### config.mk
export PLATFORM = sky130hd
export DESIGN_NAME = expression_lexer_top_flat
export DESIGN_NICKNAME = d
export VERILOG_FILES = /design/src/design/exlex_pkg.sv /design/src/design/exlex_in_if.sv /design/src/design/exlex_out_if.sv /design/src/design/expression_lexer_top.sv /design/src/design/exlex_front.sv /design/src/design/exlex_queue.sv /design/src/design/exlex_back.sv /design/src/flat_wrapper.sv
export SDC_FILE = /design/constraint.sdc
export NUM_CORES = 1
export LEC_CHECK = 0
export BUFFER_PORTS_ARGS = -buffer_cell sky130_fd_sc_hd__buf_4
export CAP_MARGIN = 20
export CORE_MARGIN = 4
export CORE_UTILIZATION = 50
export DETAILED_ROUTE_END_ITERATION = 10
export MAX_ROUTING_LAYER = met4
export PLACE_DENSITY = 0.67
export SLEW_MARGIN = 20
export SYNTH_ARGS = -nofsm -noshare
export SYNTH_HDL_FRONTEND = slang
export SYNTH_SLANG_ARGS = --single-unit
### constraint.sdc
create_clock -name clk_i -period 12.24 [get_ports clk_i]
set_clock_uncertainty 0.15 [all_clocks]
set_input_delay 1.836 -clock clk_i [delete_from_list [all_inputs] [get_ports clk_i]]
set_output_delay 1.836 -clock clk_i [all_outputs]
set_load 0.1 [all_outputs]
### src/design/exlex_pkg.sv
// ----------------------------------------------------------------------------
// exlex_pkg
// Shared types and constants for the expression lexer.
// ----------------------------------------------------------------------------
package exlex_pkg;

  // Default width of line positions inside the scanner.
  localparam int unsigned POS_BITS_DEF = 16;
  // Width of position and length fields on the result channel.
  localparam int unsigned OUT_POS_W    = 16;
  // Tokens one source byte can cause at most.
  localparam int unsigned NUM_SLOTS    = 3;
  // Default depth of the token-group queue.
  localparam int unsigned QUEUE_DEPTH_DEF = 2;

  typedef enum logic [3:0] {
    TK_IDENT  = 4'd0,
    TK_CONST  = 4'd1,
    TK_NUMBER = 4'd2,
    TK_OPER   = 4'd3,
    TK_OPEN   = 4'd4,
    TK_CLOSE  = 4'd5,
    TK_EQUAL  = 4'd6,
    TK_SEMI   = 4'd7,
    TK_END    = 4'd8,
    TK_ERROR  = 4'd9
  } token_kind_e;

  typedef struct packed {
    token_kind_e          kind;
    logic [7:0]           chr;
    logic [OUT_POS_W-1:0] start;
    logic [OUT_POS_W-1:0] length;
  } token_t;

  // All tokens caused by one source byte, in emission order.
  typedef struct packed {
    logic   [NUM_SLOTS-1:0] vld;
    token_t [NUM_SLOTS-1:0] tok;
  } group_t;

  typedef struct packed {
    logic full;
    logic empty;
  } queue_stat_t;

endpackage

### src/design/exlex_in_if.sv
// ----------------------------------------------------------------------------
// exlex_in_if
// Source byte channel: valid/ready handshake with one character per request.
// ----------------------------------------------------------------------------
interface exlex_in_if;
  logic       valid;
  logic       ready;
  logic [7:0] char_byte;
  logic       is_end;
  logic       no_char;

  modport source (output valid, output char_byte, output is_end, output no_char,
                  input ready);
  modport sink   (input valid, input char_byte, input is_end, input no_char,
                  output ready);
endinterface

### src/design/exlex_out_if.sv
// ----------------------------------------------------------------------------
// exlex_out_if
// Token channel: valid/ready handshake with one token per request.
// ----------------------------------------------------------------------------
interface exlex_out_if;
  logic        valid;
  logic        ready;
  logic [3:0]  token_kind;
  logic [7:0]  token_char;
  logic [15:0] start_pos;
  logic [15:0] token_length;
  logic        last_of_run;

  modport source (output valid, output token_kind, output token_char,
                  output start_pos, output token_length, output last_of_run,
                  input ready);
  modport sink   (input valid, input token_kind, input token_char,
                  input start_pos, input token_length, input last_of_run,
                  output ready);
endinterface

### src/design/expression_lexer_top.sv
// ----------------------------------------------------------------------------
// expression_lexer_top
// Streaming tokenizer for simple expressions: one source byte per request in,
// one token (kind, character, start, length) per request out.
// ----------------------------------------------------------------------------
//
//  channel  | dir | handshake          | payload
//  ---------+-----+--------------------+---------------------------------------
//  in_i     | in  | valid/ready        | char_byte, is_end, no_char
//  out_o    | out | valid/ready        | token_kind, token_char, start_pos,
//           |     |                    | token_length, last_of_run
//
//  One source byte is taken every cycle while the group queue has room; the
//  first token of a byte passes the queue, then the output register. A byte
//  giving k tokens (k up to 3) stays at the queue head until all k are loaded,
//  so the token port, one token per cycle while out_o is ready, sets the rate.
//  Reset: rst_ni clears scan state, queue pointers and output valid at once.
//  Stalls: out_o back-pressure fills the queue, then in_i.ready drops; bytes
//  that give no token never enter the queue.
//
// Structure
//  exlex_front - classifies the byte, tracks mode/position/keyword match and
//                builds up to three tokens for it combinationally.
//  exlex_queue - short FIFO of token groups, decouples the two halves.
//  exlex_back  - walks the slots of the head group into a registered output.
//
// Token order within a group: a token closed by this byte, then the single
// character token (or error, or the token closed by the line end), then the
// end-of-line token. Positions saturate at the all-ones value of PosBits.
// ----------------------------------------------------------------------------
module expression_lexer_top #(
  parameter int unsigned PosBits    = exlex_pkg::POS_BITS_DEF,
  parameter int unsigned QueueDepth = exlex_pkg::QUEUE_DEPTH_DEF
) (
  input  logic        clk_i,
  input  logic        rst_ni,
  exlex_in_if.sink    in_i,
  exlex_out_if.source out_o
);

  exlex_pkg::group_t      push_grp;
  exlex_pkg::group_t      head_grp;
  exlex_pkg::queue_stat_t q_stat;
  logic                   push;
  logic                   pop;

  // front: classification and scan state
  exlex_front #(
    .PosBits (PosBits)
  ) u_front (
    .clk_i    (clk_i),
    .rst_ni   (rst_ni),
    .in_i     (in_i),
    .q_stat_i (q_stat),
    .push_o   (push),
    .grp_o    (push_grp)
  );

  // token groups waiting for the output side
  exlex_queue #(
    .Depth (QueueDepth)
  ) u_queue (
    .clk_i  (clk_i),
    .rst_ni (rst_ni),
    .push_i (push),
    .grp_i  (push_grp),
    .pop_i  (pop),
    .head_o (head_grp),
    .stat_o (q_stat)
  );

  // back: one token per request on out_o
  exlex_back u_back (
    .clk_i    (clk_i),
    .rst_ni   (rst_ni),
    .head_i   (head_grp),
    .q_stat_i (q_stat),
    .pop_o    (pop),
    .out_o    (out_o)
  );

endmodule

### src/design/exlex_front.sv
// ----------------------------------------------------------------------------
// exlex_front
// Byte classifier and scan state; builds the token group for each byte.
// ----------------------------------------------------------------------------
module exlex_front #(
  parameter int unsigned PosBits = exlex_pkg::POS_BITS_DEF
) (
  input  logic                 clk_i,
  input  logic                 rst_ni,
  exlex_in_if.sink             in_i,
  input  exlex_pkg::queue_stat_t q_stat_i,
  output logic                 push_o,
  output exlex_pkg::group_t    grp_o
);

  typedef enum logic [1:0] {
    M_IDLE  = 2'd0,
    M_NUM   = 2'd1,
    M_IDENT = 2'd2,
    M_DROP  = 2'd3
  } mode_e;

  localparam logic [2:0] KwDone = 3'd5;
  localparam logic [2:0] KwDead = 3'd7;
  localparam logic [2:0] KwOne  = 3'd1;

  localparam logic [7:0] ChPlus  = 8'h2B;
  localparam logic [7:0] ChMinus = 8'h2D;
  localparam logic [7:0] ChStar  = 8'h2A;
  localparam logic [7:0] ChSlash = 8'h2F;
  localparam logic [7:0] ChOpen  = 8'h28;
  localparam logic [7:0] ChClose = 8'h29;
  localparam logic [7:0] ChEqual = 8'h3D;
  localparam logic [7:0] ChSemi  = 8'h3B;
  localparam logic [7:0] ChZero  = 8'h30;
  localparam logic [7:0] ChNine  = 8'h39;
  localparam logic [7:0] ChLowA  = 8'h61;
  localparam logic [7:0] ChLowZ  = 8'h7A;
  localparam logic [7:0] ChUpA   = 8'h41;
  localparam logic [7:0] ChUpZ   = 8'h5A;
  localparam logic [7:0] ChSpace = 8'h20;
  localparam logic [7:0] ChTab   = 8'h09;
  localparam logic [7:0] ChCr    = 8'h0D;
  localparam logic [7:0] ChLowC  = 8'h63;

  localparam logic [PosBits-1:0] PosMax = '1;

  // Expected character of "const" at a given match count.
  function automatic logic [7:0] kw_char(input logic [2:0] k);
    logic [7:0] r;
    unique case (k)
      3'd0:    r = 8'h63;
      3'd1:    r = 8'h6F;
      3'd2:    r = 8'h6E;
      3'd3:    r = 8'h73;
      3'd4:    r = 8'h74;
      default: r = 8'h00;
    endcase
    return r;
  endfunction

  function automatic logic [exlex_pkg::OUT_POS_W-1:0] to_out(
    input logic [PosBits-1:0] v
  );
    logic [31:0] w;
    w = 32'(v);
    return w[exlex_pkg::OUT_POS_W-1:0];
  endfunction

  mode_e              mode_q, mode_d, mode_a;
  logic [PosBits-1:0] tstart_q, tstart_d, tstart_a;
  logic [PosBits-1:0] pos_q, pos_d, pos_a;
  logic [2:0]         kw_q, kw_d, kw_a;

  logic [7:0] c;
  logic       is_dig, is_let, is_spc, accept;
  exlex_pkg::group_t grp;

  assign c      = in_i.char_byte;
  assign is_dig = (c >= ChZero) && (c <= ChNine);
  assign is_let = ((c >= ChLowA) && (c <= ChLowZ)) || ((c >= ChUpA) && (c <= ChUpZ));
  assign is_spc = (c == ChSpace) || ((c >= ChTab) && (c <= ChCr));

  assign in_i.ready = !q_stat_i.full;
  assign accept     = in_i.valid && in_i.ready;

  always_comb begin
    grp      = '0;
    mode_a   = mode_q;
    tstart_a = tstart_q;
    kw_a     = kw_q;
    pos_a    = pos_q;

    if (!in_i.no_char) begin
      // close an open token that this byte ends
      unique case (mode_q)
        M_NUM: begin
          if (!is_dig) begin
            grp.vld[0] = 1'b1;
            grp.tok[0] = '{kind: exlex_pkg::TK_NUMBER, chr: 8'h00,
                           start: to_out(tstart_q), length: to_out(pos_q - tstart_q)};
            mode_a = M_IDLE;
          end
        end
        M_IDENT: begin
          if (is_let || is_dig) begin
            kw_a = ((kw_q < KwDone) && (kw_char(kw_q) == c)) ? kw_q + 3'd1 : KwDead;
          end else begin
            grp.vld[0] = 1'b1;
            grp.tok[0] = '{kind: (kw_q == KwDone) ? exlex_pkg::TK_CONST
                                                   : exlex_pkg::TK_IDENT,
                           chr: 8'h00, start: to_out(tstart_q),
                           length: to_out(pos_q - tstart_q)};
            mode_a = M_IDLE;
          end
        end
        M_IDLE: ;
        M_DROP: ;
      endcase

      if (mode_a == M_IDLE && !is_spc) begin
        if (is_dig) begin
          mode_a   = M_NUM;
          tstart_a = pos_q;
        end else if (is_let) begin
          mode_a   = M_IDENT;
          tstart_a = pos_q;
          kw_a     = (c == ChLowC) ? KwOne : KwDead;
        end else begin
          grp.vld[1] = 1'b1;
          grp.tok[1] = '{kind: exlex_pkg::TK_ERROR, chr: c,
                         start: to_out(pos_q), length: 16'd1};
          case (c) inside
            ChPlus, ChMinus, ChStar, ChSlash: grp.tok[1].kind = exlex_pkg::TK_OPER;
            ChOpen:  begin grp.tok[1].kind = exlex_pkg::TK_OPEN;  grp.tok[1].chr = 8'h00; end
            ChClose: begin grp.tok[1].kind = exlex_pkg::TK_CLOSE; grp.tok[1].chr = 8'h00; end
            ChEqual: begin grp.tok[1].kind = exlex_pkg::TK_EQUAL; grp.tok[1].chr = 8'h00; end
            ChSemi:  begin grp.tok[1].kind = exlex_pkg::TK_SEMI;  grp.tok[1].chr = 8'h00; end
            default: mode_a = M_DROP;
          endcase
        end
      end

      pos_a = (pos_q != PosMax) ? pos_q + 1'b1 : pos_q;
    end

    if (in_i.is_end) begin
      // open token closes at the saturated position past the last byte
      if (mode_a == M_NUM || mode_a == M_IDENT) begin
        grp.vld[1] = 1'b1;
        grp.tok[1] = '{kind: (mode_a == M_NUM) ? exlex_pkg::TK_NUMBER :
                             (kw_a == KwDone) ? exlex_pkg::TK_CONST : exlex_pkg::TK_IDENT,
                       chr: 8'h00, start: to_out(tstart_a),
                       length: to_out(pos_a - tstart_a)};
      end
      grp.vld[2] = 1'b1;
      grp.tok[2] = '{kind: exlex_pkg::TK_END, chr: 8'h00,
                     start: to_out(pos_a), length: 16'd0};
      mode_d   = M_IDLE;
      tstart_d = '0;
      pos_d    = '0;
      kw_d     = '0;
    end else begin
      mode_d   = mode_a;
      tstart_d = tstart_a;
      pos_d    = pos_a;
      kw_d     = kw_a;
    end
  end

  always_ff @(posedge clk_i or negedge rst_ni) begin
    if (!rst_ni) begin
      mode_q   <= M_IDLE;
      tstart_q <= '0;
      pos_q    <= '0;
      kw_q     <= '0;
    end else if (accept) begin
      mode_q   <= mode_d;
      tstart_q <= tstart_d;
      pos_q    <= pos_d;
      kw_q     <= kw_d;
    end
  end

  assign push_o = accept && (|grp.vld);
  assign grp_o  = grp;

  // A line end leaves the scanner as after reset.
  a_end_resets: assert property (@(posedge clk_i) disable iff (!rst_ni)
    (accept && in_i.is_end) |=> (mode_q == M_IDLE && pos_q == '0 && kw_q == '0))
    else $error("scan state not cleared after line end");

  // Dropped bytes cause nothing until the line ends.
  a_drop_silent: assert property (@(posedge clk_i) disable iff (!rst_ni)
    (accept && mode_q == M_DROP && !in_i.is_end) |-> !push_o)
    else $error("token produced while dropping");

endmodule

### src/design/exlex_queue.sv
// ----------------------------------------------------------------------------
// exlex_queue
// Short FIFO of token groups between classifier and serialiser.
// ----------------------------------------------------------------------------
module exlex_queue #(
  parameter int unsigned Depth = exlex_pkg::QUEUE_DEPTH_DEF
) (
  input  logic                   clk_i,
  input  logic                   rst_ni,
  input  logic                   push_i,
  input  exlex_pkg::group_t      grp_i,
  input  logic                   pop_i,
  output exlex_pkg::group_t      head_o,
  output exlex_pkg::queue_stat_t stat_o
);

  localparam int unsigned PtrW = (Depth > 1) ? $clog2(Depth) : 1;
  localparam int unsigned CntW = $clog2(Depth + 1);
  localparam logic [PtrW-1:0] PtrLast = PtrW'(Depth - 1);
  localparam logic [CntW-1:0] CntFull = CntW'(Depth);

  exlex_pkg::group_t mem_q [Depth];
  logic [PtrW-1:0]   wr_q, rd_q;
  logic [CntW-1:0]   cnt_q;

  assign stat_o.full  = (cnt_q == CntFull);
  assign stat_o.empty = (cnt_q == '0);
  assign head_o       = mem_q[rd_q];

  always_ff @(posedge clk_i) begin
    if (push_i) begin
      mem_q[wr_q] <= grp_i;
    end
  end

  always_ff @(posedge clk_i or negedge rst_ni) begin
    if (!rst_ni) begin
      wr_q  <= '0;
      rd_q  <= '0;
      cnt_q <= '0;
    end else begin
      if (push_i) begin
        wr_q <= (wr_q == PtrLast) ? '0 : wr_q + 1'b1;
      end
      if (pop_i) begin
        rd_q <= (rd_q == PtrLast) ? '0 : rd_q + 1'b1;
      end
      if (push_i && !pop_i) begin
        cnt_q <= cnt_q + 1'b1;
      end else if (!push_i && pop_i) begin
        cnt_q <= cnt_q - 1'b1;
      end
    end
  end

  a_no_overrun: assert property (@(posedge clk_i) disable iff (!rst_ni)
    !(push_i && stat_o.full) && !(pop_i && stat_o.empty))
    else $error("queue overrun or underrun");

endmodule

### src/design/exlex_back.sv
// ----------------------------------------------------------------------------
// exlex_back
// Serialises each token group into single tokens on a registered output.
// ----------------------------------------------------------------------------
module exlex_back (
  input  logic                   clk_i,
  input  logic                   rst_ni,
  input  exlex_pkg::group_t      head_i,
  input  exlex_pkg::queue_stat_t q_stat_i,
  output logic                   pop_o,
  exlex_out_if.source            out_o
);

  localparam int unsigned SelW = $clog2(exlex_pkg::NUM_SLOTS);

  logic [SelW-1:0]               sel_q, idx;
  logic [exlex_pkg::NUM_SLOTS-1:0] avail;
  logic                          found, more, load;
  logic                          vld_q, last_q;
  exlex_pkg::token_t             tok_q;

  // pick the first pending slot and see whether any follow it
  always_comb begin
    found = 1'b0;
    more  = 1'b0;
    idx   = '0;
    for (int i = 0; i < exlex_pkg::NUM_SLOTS; i++) begin
      avail[i] = head_i.vld[i] && (SelW'(i) >= sel_q);
    end
    for (int i = 0; i < exlex_pkg::NUM_SLOTS; i++) begin
      if (avail[i]) begin
        if (found) begin
          more = 1'b1;
        end else begin
          found = 1'b1;
          idx   = SelW'(i);
        end
      end
    end
  end

  assign load  = (!vld_q || out_o.ready) && !q_stat_i.empty;
  assign pop_o = load && !more;

  always_ff @(posedge clk_i or negedge rst_ni) begin
    if (!rst_ni) begin
      vld_q <= 1'b0;
      sel_q <= '0;
    end else begin
      if (load) begin
        vld_q <= 1'b1;
        sel_q <= more ? idx + 1'b1 : '0;
      end else if (out_o.ready) begin
        vld_q <= 1'b0;
      end
    end
  end

  always_ff @(posedge clk_i) begin
    if (load) begin
      tok_q  <= head_i.tok[idx];
      last_q <= !more;
    end
  end

  assign out_o.valid        = vld_q;
  assign out_o.token_kind   = tok_q.kind;
  assign out_o.token_char   = tok_q.chr;
  assign out_o.start_pos    = tok_q.start;
  assign out_o.token_length = tok_q.length;
  assign out_o.last_of_run  = last_q;

  // Mid-group means the group is still at the queue head with a slot left.
  a_group_held: assert property (@(posedge clk_i) disable iff (!rst_ni)
    (sel_q != '0) |-> (!q_stat_i.empty && found))
    else $error("group left mid-way");

endmodule

### src/flat_wrapper.sv
// flat-port wrapper written by rule: the top's interface ports become plain ports
module expression_lexer_top_flat 
#(
  parameter int unsigned PosBits    = exlex_pkg::POS_BITS_DEF,
  parameter int unsigned QueueDepth = exlex_pkg::QUEUE_DEPTH_DEF
)
  (clk_i, rst_ni, in_i_valid, in_i_char_byte, in_i_is_end, in_i_no_char, in_i_ready, out_o_valid, out_o_token_kind, out_o_token_char, out_o_start_pos, out_o_token_length, out_o_last_of_run, out_o_ready);
  exlex_in_if in_i_i ();
  exlex_out_if out_o_i ();
  input  logic clk_i;
  input  logic rst_ni;
  input wire logic [$bits(in_i_i.valid)-1:0] in_i_valid;
  input wire logic [$bits(in_i_i.char_byte)-1:0] in_i_char_byte;
  input wire logic [$bits(in_i_i.is_end)-1:0] in_i_is_end;
  input wire logic [$bits(in_i_i.no_char)-1:0] in_i_no_char;
  output wire logic [$bits(in_i_i.ready)-1:0] in_i_ready;
  output wire logic [$bits(out_o_i.valid)-1:0] out_o_valid;
  output wire logic [$bits(out_o_i.token_kind)-1:0] out_o_token_kind;
  output wire logic [$bits(out_o_i.token_char)-1:0] out_o_token_char;
  output wire logic [$bits(out_o_i.start_pos)-1:0] out_o_start_pos;
  output wire logic [$bits(out_o_i.token_length)-1:0] out_o_token_length;
  output wire logic [$bits(out_o_i.last_of_run)-1:0] out_o_last_of_run;
  input wire logic [$bits(out_o_i.ready)-1:0] out_o_ready;
  assign in_i_i.valid = in_i_valid;
  assign in_i_i.char_byte = in_i_char_byte;
  assign in_i_i.is_end = in_i_is_end;
  assign in_i_i.no_char = in_i_no_char;
  assign in_i_ready = in_i_i.ready;
  assign out_o_valid = out_o_i.valid;
  assign out_o_token_kind = out_o_i.token_kind;
  assign out_o_token_char = out_o_i.token_char;
  assign out_o_start_pos = out_o_i.start_pos;
  assign out_o_token_length = out_o_i.token_length;
  assign out_o_last_of_run = out_o_i.last_of_run;
  assign out_o_i.ready = out_o_ready;
  expression_lexer_top #(.PosBits(PosBits), .QueueDepth(QueueDepth)) u_core (.clk_i(clk_i), .rst_ni(rst_ni), .in_i(in_i_i), .out_o(out_o_i));
endmodule
### After elaboration in Yosys (flattened, before gate mapping)

Memories as Yosys holds them, arrays and structs flattened.
Index checks and enable logic that the tools add are counted.
W data, S select, Z words.

| operators by class | value |
|---|---|
| add/sub/neg operators | 9 |
| $lt $le $gt $ge | 13 |
| equal/unequal tests | 23 |
| multiplexer cells | 87 |
| reductions and logical operators | 34 |

Operator list:

| cell | number |
|---|---|
| $mux W44 | 5 |
| $mux W88 | 2 |
| $mux W16 | 8 |
| $bmux W44 S2 | 1 |
| $pmux W44 S2 | 1 |
| $eq A8 B6 Y1 const B | 9 |
| $mux W8 | 8 |
| $mux W2 | 21 |
| $mux W42 | 1 |
| $mux W41 | 1 |
| $pmux W7 S5 | 1 |
| $sub A16 B16 Y16 | 2 |
| $mux W3 | 9 |
| $mux W1 | 22 |
| $mux W4 | 5 |
| $add A16 B1 Y16 const B | 1 |
| $ge A8 B7 Y1 const B | 2 |
| $le A8 B7 Y1 const B | 2 |
| $ne A16 B16 Y1 const B | 1 |
| $logic_and A1 B1 Y1 | 15 |
| $eq A3 B3 Y1 const B | 3 |
| $eq A8 B7 Y1 const B | 1 |
| $eq A8 B8 Y1 | 1 |
| $ge A8 B4 Y1 const B | 1 |
| 24 further kinds | 43 |

| storage, ports and cells | value |
|---|---|
| register bits | 89 |
| memory bits (writable) | 270 |
| input bits | 14 |
| output and inout port bits | 47 |
| memories | 1 |

Memories:

| name | depth | bits a word | read ports | clocked after memory_dff | write ports | RTL line | text |
|---|---|---|---|---|---|---|---|
| u_core.u_queue.mem_q | 2 | 135 | 1 | 0 | 1 | exlex_queue.sv:22 | `exlex_pkg::group_t mem_q [Depth];` |

### Logic depth before layout (Yosys ltp)

Gate-level depths: netlist (run 1).

| depth | value |
|---|---|
| word-level depth | 26 |
| mapped depth | 19 |
| gate-level depth less buffers | 16 |

### Cells and area by module

From an unflattened synthesis (run 1), not the netlist that was laid out.

| second synthesis, totals | value |
|---|---|
| cells, all modules | 1,325 |
| area total of the unflattened synthesis | 18,061.1 µm² |

By module, submodules not included:

| module | instances | cells each | area each (µm²) |
|---|---|---|---|
| exlex_queue | 1 | 436 | 10,077.2 |
| exlex_front | 1 | 725 | 5,236.3 |
| exlex_back | 1 | 164 | 2,747.6 |

### Worst setup path before layout (run 1)

OpenSTA, ideal clock, no wires.

| timing path | value |
|---|---|
| kind | input port to flip-flop |
| start point | in in_i_char_byte[1] |
| end point | mem u_core.u_queue.mem_q[0][0] (netlist bit) (enable) |
| library setup time | 0.554 ns |
| arrival time | 7.471 ns |
| path slack | 4.065 ns |
| stages on the path | 9 |
| path buffers | 1 |
| path through | buf_6 -> or4_4 -> nor2_1 -> or3_1 -> a21oi_1 -> or4_1 -> inv_2 -> o31ai_1 -> nor2_1 |

RTL lines:

| what | RTL line | text |
|---|---|---|
| start: declaration | flat_wrapper.sv:13 | `input wire logic [$bits(in_i_i.char_byte)-1:0] in_i_char_byte;` |
| end: declaration | exlex_queue.sv:22 |  |

==> results.sh, run 1 <==
export IMPL_path_clk_slew_ns=0.06
export IMPL_fin_cells=1505
export IMPL_cts_buffers=29
export IMPL_placed_area_um2=14300
export IMPL_start_util=0.506
export IMPL_p_leak_nw=5.73
export IMPL_synth_warnings=0
export IMPL_post_cts_setup_buffer_count=0
export IMPL_synth_seq_area_share=0.611
export IMPL_ant_nets=0
export IMPL_synth_edf_count=239
export IMPL_final_max_slew_violation_count=0
export IMPL_fin_hold_ws_ns=0.369
export IMPL_syn_nets=1154
export IMPL_first_pass_iters=5
export IMPL_final_nets=1197
export IMPL_vias=8865
export IMPL_utilization=0.570
export IMPL_syn_avg_cell_area_um2=12.3
export IMPL_die_width_um=173
export IMPL_grt_pass1_wl_um=48400
export IMPL_grt_pass1_vias=8661
export IMPL_total_power_mw=4.11
export IMPL_io_buffers=60
export IMPL_clock_sinks=283
export IMPL_cp_data_required_time_ns=12.34
export IMPL_die_h_um=173
export IMPL_viasPerCell=5.89
export IMPL_cp_end_kind="register"
export IMPL_antenna_found_initial=0
export IMPL_cts_root_buf="clkbuf_16"
export IMPL_finalHoldViolCount=0
export IMPL_cts_tree="yes"
export IMPL_cp_max_fo=20
export IMPL_cellPowerDensity_nw_per_um2=269
export IMPL_grt_max_degree=67
export IMPL_synth_cell_type_count=68
export IMPL_wl_um=30500
export IMPL_insertedDiodeCount=0
export IMPL_worstSetupPathType="input pin to register"
export IMPL_gp_congestion=0.908
export IMPL_rows=60
export IMPL_timing_final_ws_setup_ns=6.42
export IMPL_drt_first_iter_violations=759
export IMPL_die_area_um2=29800
export IMPL_grt_setup_unrepaired="false"
export IMPL_dp_hpwl_um=19900
export IMPL_final_area_um2=15300
export IMPL_setup_viol_count_final=0
export IMPL_ir_drop_mv=0.155
export IMPL_place_inst=1450
export IMPL_place_ws_ns=5.89
export IMPL_synth_main_ff_cell="edfxtp_1"
export IMPL_drc=0
export IMPL_boundaryPins=61
export IMPL_worstPathArrival_ns=5.92
export IMPL_period_share=0.475
export IMPL_setup_tns_ns=0
export IMPL_clock_fmax_mhz=172
export IMPL_synth_async_reset_ratio=0.155
export IMPL_grtUsageTotal=0.206
export IMPL_wl_per_cell_um=20.3
export IMPL_tightest_slew_ns=1.08
export IMPL_crit_path_start_kind="input pin"
export IMPL_insertion_delay_ns=0.54
export IMPL_grt_overflow=0
export IMPL_cts_hold_buffers=0
export IMPL_max_slew_margin=0.274
export IMPL_ys_seq_elements=283
export IMPL_netlist_instances=1098
export IMPL_ctsResizeCount=0
export IMPL_maxCapViolCount=0
export IMPL_cts_max_level=1
export IMPL_hold_path_class="register to register"
export IMPL_syn_cell_area_um2=13600
export IMPL_drive_above_1_share=0.121
export IMPL_outcome="finished, final reports clean"
export IMPL_core_um2=26800
export IMPL_syn_to_final_growth_pct=12.6
export IMPL_finalCriticalPeriod_ns=5.82
export IMPL_cts_path_max_buffers=3
## state kept, by name, indices dropped and copies added (netlist names)
signal                            count
u_core.u_back.out_o.token_char        8
u_core.u_front.pos_q                 16
u_core.u_queue.mem_q                194
u_core.u_queue.wr_q                   1
u_core.u_back.sel_q                   2
u_core.u_front.mode_q                 2
u_core.u_back.out_o.valid             1
u_core.u_queue.rd_q                   1
u_core.u_front.tstart_q              16
u_core.u_back.out_o.last_of_run       1
u_core.u_back.out_o.token_length     16
u_core.u_front.kw_q                   3
u_core.u_back.out_o.token_kind        4
u_core.u_queue.cnt_q                  2
u_core.u_back.out_o.start_pos        16
## synth_stat cells, types with 3 or more instances
library cell	instances	area share
o21a_1	6	0.0033
nor2_1	102	0.028
buf_2	13	0.0048
clkbuf_1	37	0.010
dfrtp_1	44	0.081
a21boi_0	3	0.0017
nand2_1	71	0.020
o41ai_1	4	0.0026
mux2i_1	66	0.049
ha_1	40	0.037
inv_1	41	0.011
and3_1	10	0.0046
nand3_1	8	0.0030
o21ai_0	67	0.025
xnor2_1	21	0.014
edfxtp_1	239	0.53
a211oi_1	23	0.013
nor3b_1	3	0.0017
o21bai_1	3	0.0017
a21oi_1	32	0.012
or3_1	23	0.011
o31ai_1	8	0.0044
nor2b_1	6	0.0028
o22ai_1	20	0.0092
a21o_1	7	0.0039
nor3_1	10	0.0037
and2_1	26	0.012
xor2_1	26	0.017
a31oi_1	19	0.0088
nand2b_1	6	0.0028
nand4_1	7	0.0032
a22o_1	38	0.025
a22oi_1	16	0.0089
buf_1	6	0.0017
## power by group
group,internal (mW),switching (mW),total (mW)
sequential,1.37,0.105,1.47
clock,0.518,0.355,0.873
combinational,0.456,1.30,1.76
## layout make-up
class / count / area [um2]
Clock inverter: 16 / 166
Tap cell: 341 / 427
Multi-Input combinational cell: 712 / 4890
Sequential cell: 283 / 8280
Inverter: 43 / 161
Timing Repair Buffer: 72 / 553
Clock buffer: 38 / 790
Fill cell: 2165 / 11500
## per-layer routing
metal  wire, um  track usage  part of all wire  vias up
met3       1320       0.0210             0.043       43
met1      14400        0.295              0.47     4401
met5          0            -                 0        -
met4        699       0.0512             0.023        0
li1           -            -                 -     4211
met2      14100        0.321              0.46      210
## cells in the final DEF, fill, tap and decap left out, types with 8 or more instances in the layout
master and instances:
o22ai_1 20, nand2_1 71, or3_1 23, nor3_1 10, buf_4 71, xnor2_1 21, a22oi_1 16, a31oi_1 19
xor2_1 26, nor2_1 98, dfrtp_1 43, a22o_1 38, a211oi_1 23, mux2i_1 66, o31ai_1 8, and3_1 10
and2_1 25, o21ai_0 67, ha_1 40, edfxtp_1 239, clkbuf_16 29, inv_1 40, nand3_1 8, a21oi_1 32
## path summary, 6_finish.rpt
check | startpoint | endpoint | slack, ns | cells past startpoint
hold reg to reg | u_core.u_queue.cnt_q[1] | u_core.u_queue.cnt_q[1] | 0.37 | 1
hold / removal | u_core.u_queue.cnt_q[1] | u_core.u_queue.cnt_q[1] | 0.37 | 1
setup / recovery | in_i_char_byte[4] | u_core.u_queue.mem_q[1][58] | 6.42 | 18
min in group asynchronous | rst_ni | u_core.u_front.kw_q[2] | 1.18 | 1
max in group asynchronous | rst_ni | u_core.u_queue.rd_q | 10.24 | 1
setup reg to reg | u_core.u_front.pos_q[3] | u_core.u_queue.mem_q[1][58] | 7.62 | 15
## cell families (layout without fill, tap and decap cells)
group,count (synthesis),count (layout),synth area share
simple gates,289,289,0.104
flops,283,283,0.611
mux,68,68,0.0504
compound gates,265,265,0.133
fa+ha+maj,43,43,0.0406
xor+xnor,47,47,0.0304
buf+inv,103,169,0.0312
## critical path, stage by stage
cell and delay, ns:
buf_4 0.17, inv_1 0.18, nor3_1 0.09, o31ai_1 0.57, o2111a_1 0.28, buf_4 0.35
mux2_2 0.23, ha_1 0.16, inv_1 0.06, fa_1 0.42, a211oi_1 0.24, nor2_1 0.11
o21ai_0 0.22, a21oi_1 0.12, o41ai_1 0.43, o21ai_0 0.20, xnor2_1 0.16, nor2_1 0.07
(Power assumes the default switching activity.)
==> inputs of run 2 (changes only) <==
--- a/config.mk
+++ b/config.mk
@@ -11,7 +11,7 @@
 export CORE_UTILIZATION = 50
 export DETAILED_ROUTE_END_ITERATION = 10
 export MAX_ROUTING_LAYER = met4
-export PLACE_DENSITY = 0.67
+export PLACE_DENSITY = 0.7
 export SLEW_MARGIN = 20
 export SYNTH_ARGS = -nofsm -noshare
 export SYNTH_HDL_FRONTEND = slang
==> constraint.sdc (replaced) <==
create_clock -name clk_i -period 4.7 [get_ports clk_i]
set_clock_uncertainty 0.15 [all_clocks]
set_input_delay 0.705 -clock clk_i [delete_from_list [all_inputs] [get_ports clk_i]]
set_output_delay 0.705 -clock clk_i [all_outputs]
set_load 0.1 [all_outputs]
==> results.sh, run 2 (synthesis results as in run 1) <==
export IMPL_drive_above_1_share=0.132
export IMPL_cts_tree="yes"
export IMPL_cpMaxStageDelayCell="a311oi_2"
export IMPL_grt_overflow=0
export IMPL_place_inst=1478
export IMPL_rr_worst_depth=16
export IMPL_ctsResizeCount=0
export IMPL_first_pass_iters=5
export IMPL_path_clk_slew_ns=0.06
export IMPL_cpMostUsedCell="o21ai_0"
export IMPL_dp_hpwl_um=20600
export IMPL_crit_path_start_kind="register"
export IMPL_tightest_slew_ns=1.01
export IMPL_antenna_found_initial=0
export IMPL_setup_viol_count_final=0
export IMPL_intPower_mw=6.01
export IMPL_period_share=0.919
export IMPL_swShare=0.431
export IMPL_die_h_um=173
export IMPL_sequentialPowerShare=0.362
export IMPL_cts_hold_buffers=0
export IMPL_p_clk_frac=0.198
export IMPL_p_leak_nw=5.81
export IMPL_post_cts_setup_buffer_count=0
export IMPL_wl_um=30500
export IMPL_max_slew_margin=0.326
export IMPL_finalHoldViolCount=0
export IMPL_r2r_end="u_core.u_queue.mem_q[0][58]"
export IMPL_cp_slowest_stage_delay_ns=0.52
export IMPL_final_nets=1224
export IMPL_cts_buffers=29
export IMPL_reg2reg_from="u_core.u_front.pos_q[0]"
export IMPL_worstSetupPathType="register to register"
export IMPL_gp_congestion=0.927
export IMPL_viasPerCell=5.87
export IMPL_die_area_um2=29800
export IMPL_grt_max_degree=54
export IMPL_start_util=0.506
export IMPL_layout_commonest_cell="edfxtp_1"
export IMPL_rows=60
export IMPL_cellPowerDensity_nw_per_um2=686
export IMPL_drc=0
export IMPL_syn_to_final_growth_pct=13.6
export IMPL_cts_max_level=1
export IMPL_worstPathArrival_ns=4.46
export IMPL_cp_top_family="compound AO/OA/AOI/OAI gates"
export IMPL_clock_fmax_mhz=231
export IMPL_largest_reg_flops=194
export IMPL_cts_root_buf="clkbuf_16"
export IMPL_clock_sinks=283
export IMPL_path_buf_inv=1
export IMPL_total_power_mw=10.6
export IMPL_grt_setup_unrepaired="false"
export IMPL_placed_area_um2=14600
export IMPL_grt_pass1_wl_um=48400
export IMPL_cts_path_max_buffers=3
export IMPL_cp_max_fo=6
export IMPL_wl_per_cell_um=19.9
export IMPL_fin_cells=1530
export IMPL_crit_path_cell_trace="ha_1, nand2_1, nor4_4, buf_4, a311oi_2, nor3b_2, xor2_1, ha_1, o21ai_0, nor2_1, o21ai_0, a21oi_1, o41ai_1, o21ai_0, xnor2_1, nor2_1"
export IMPL_io_buffers=60
export IMPL_drt_first_iter_violations=752
export IMPL_r2r_setup_slack_ns=0.38
export IMPL_maxCapViolCount=0
export IMPL_hold_path_class="input pin to asynchronous set/reset pin"
export IMPL_ir_drop_mv=0.432
export IMPL_outcome="finished, final reports clean"
export IMPL_cp_end_kind="register"
export IMPL_max_flop_register="u_core.u_queue.mem_q"
export IMPL_die_width_um=173
export IMPL_vias=8985
export IMPL_boundaryPins=61
export IMPL_grt_pass1_vias=8916
export IMPL_combinationalPowerShare=0.440
export IMPL_final_max_slew_violation_count=0
export IMPL_cp_data_required_time_ns=4.84
export IMPL_final_cell_mix="edfxtp_1, nor2_1, buf_4, nand2_1, o21ai_0"
export IMPL_insertedDiodeCount=0
export IMPL_finalCriticalPeriod_ns=4.32
export IMPL_core_um2=26800
export IMPL_setup_tns_ns=0
export IMPL_final_area_um2=15400
export IMPL_grtUsageTotal=0.204
export IMPL_ant_nets=0
export IMPL_switchingPower_mw=4.55
export IMPL_insertion_delay_ns=0.54
-- run 2: cell type report --
type	instances	area (um2)
clock buffers	39	763
flip-flops and latches	283	8280
multi-input cells	712	4890
inverters	43	161
fillers	2189	11400
well taps	341	427
clock inverters	13	88.8
repair buffers	99	793
-- run 2: worst max path at each step --
stage          cells after the start                     from                          end  slack (ns)
2_1_floorplan                     18        in_i_char_byte[1]  u_core.u_queue.mem_q[0][58]        0.06
6_report                          16  u_core.u_front.pos_q[0]  u_core.u_queue.mem_q[0][58]        0.38
3_5_place_dp                      17        in_i_char_byte[2]  u_core.u_queue.mem_q[0][59]        0.03
4_1_cts                           16  u_core.u_front.pos_q[0]  u_core.u_queue.mem_q[0][58]        0.48
5_1_grt                           17        in_i_char_byte[2]  u_core.u_queue.mem_q[0][58]        0.06
3_3_place_gp                      16        in_i_char_byte[2]  u_core.u_queue.mem_q[0][58]        0.09
-- run 2: stage by stage --
| step | utilization | hold WS, ns | setup slack [ns] |
|---|---|---|---|
| after floorplan | - | 0.259 | 0.0568 |
| after global placement | 0.543 | 0.330 | 0.0850 |
| after detailed placement | 0.543 | 0.346 | 0.0281 |
| after CTS | 0.575 | 0.0539 | 0.480 |
| after global routing | 0.575 | 0.0789 | 0.0607 |
| final | 0.575 | 0.0496 | 0.380 |
-- run 2: power groups by stage --
stage	registers, mW	logic, mW	clock network, mW
after floorplan	5.28	2.06	0
after global placement	3.85	4.63	0
after detailed placement	3.88	4.68	0
after CTS	3.83	4.69	2.13
after global routing	3.89	4.97	2.24
final	3.82	4.65	2.09
-- run 2: routing by layer --
metal | wire length, um | global-route usage | vias to the layer above
met2 | 14500 | 0.333 | 263
met5 | 0 | - | -
met4 | 444 | 0.0356 | 0
met1 | 13800 | 0.285 | 4430
li1 | - | - | 4258
met3 | 1790 | 0.0236 | 34
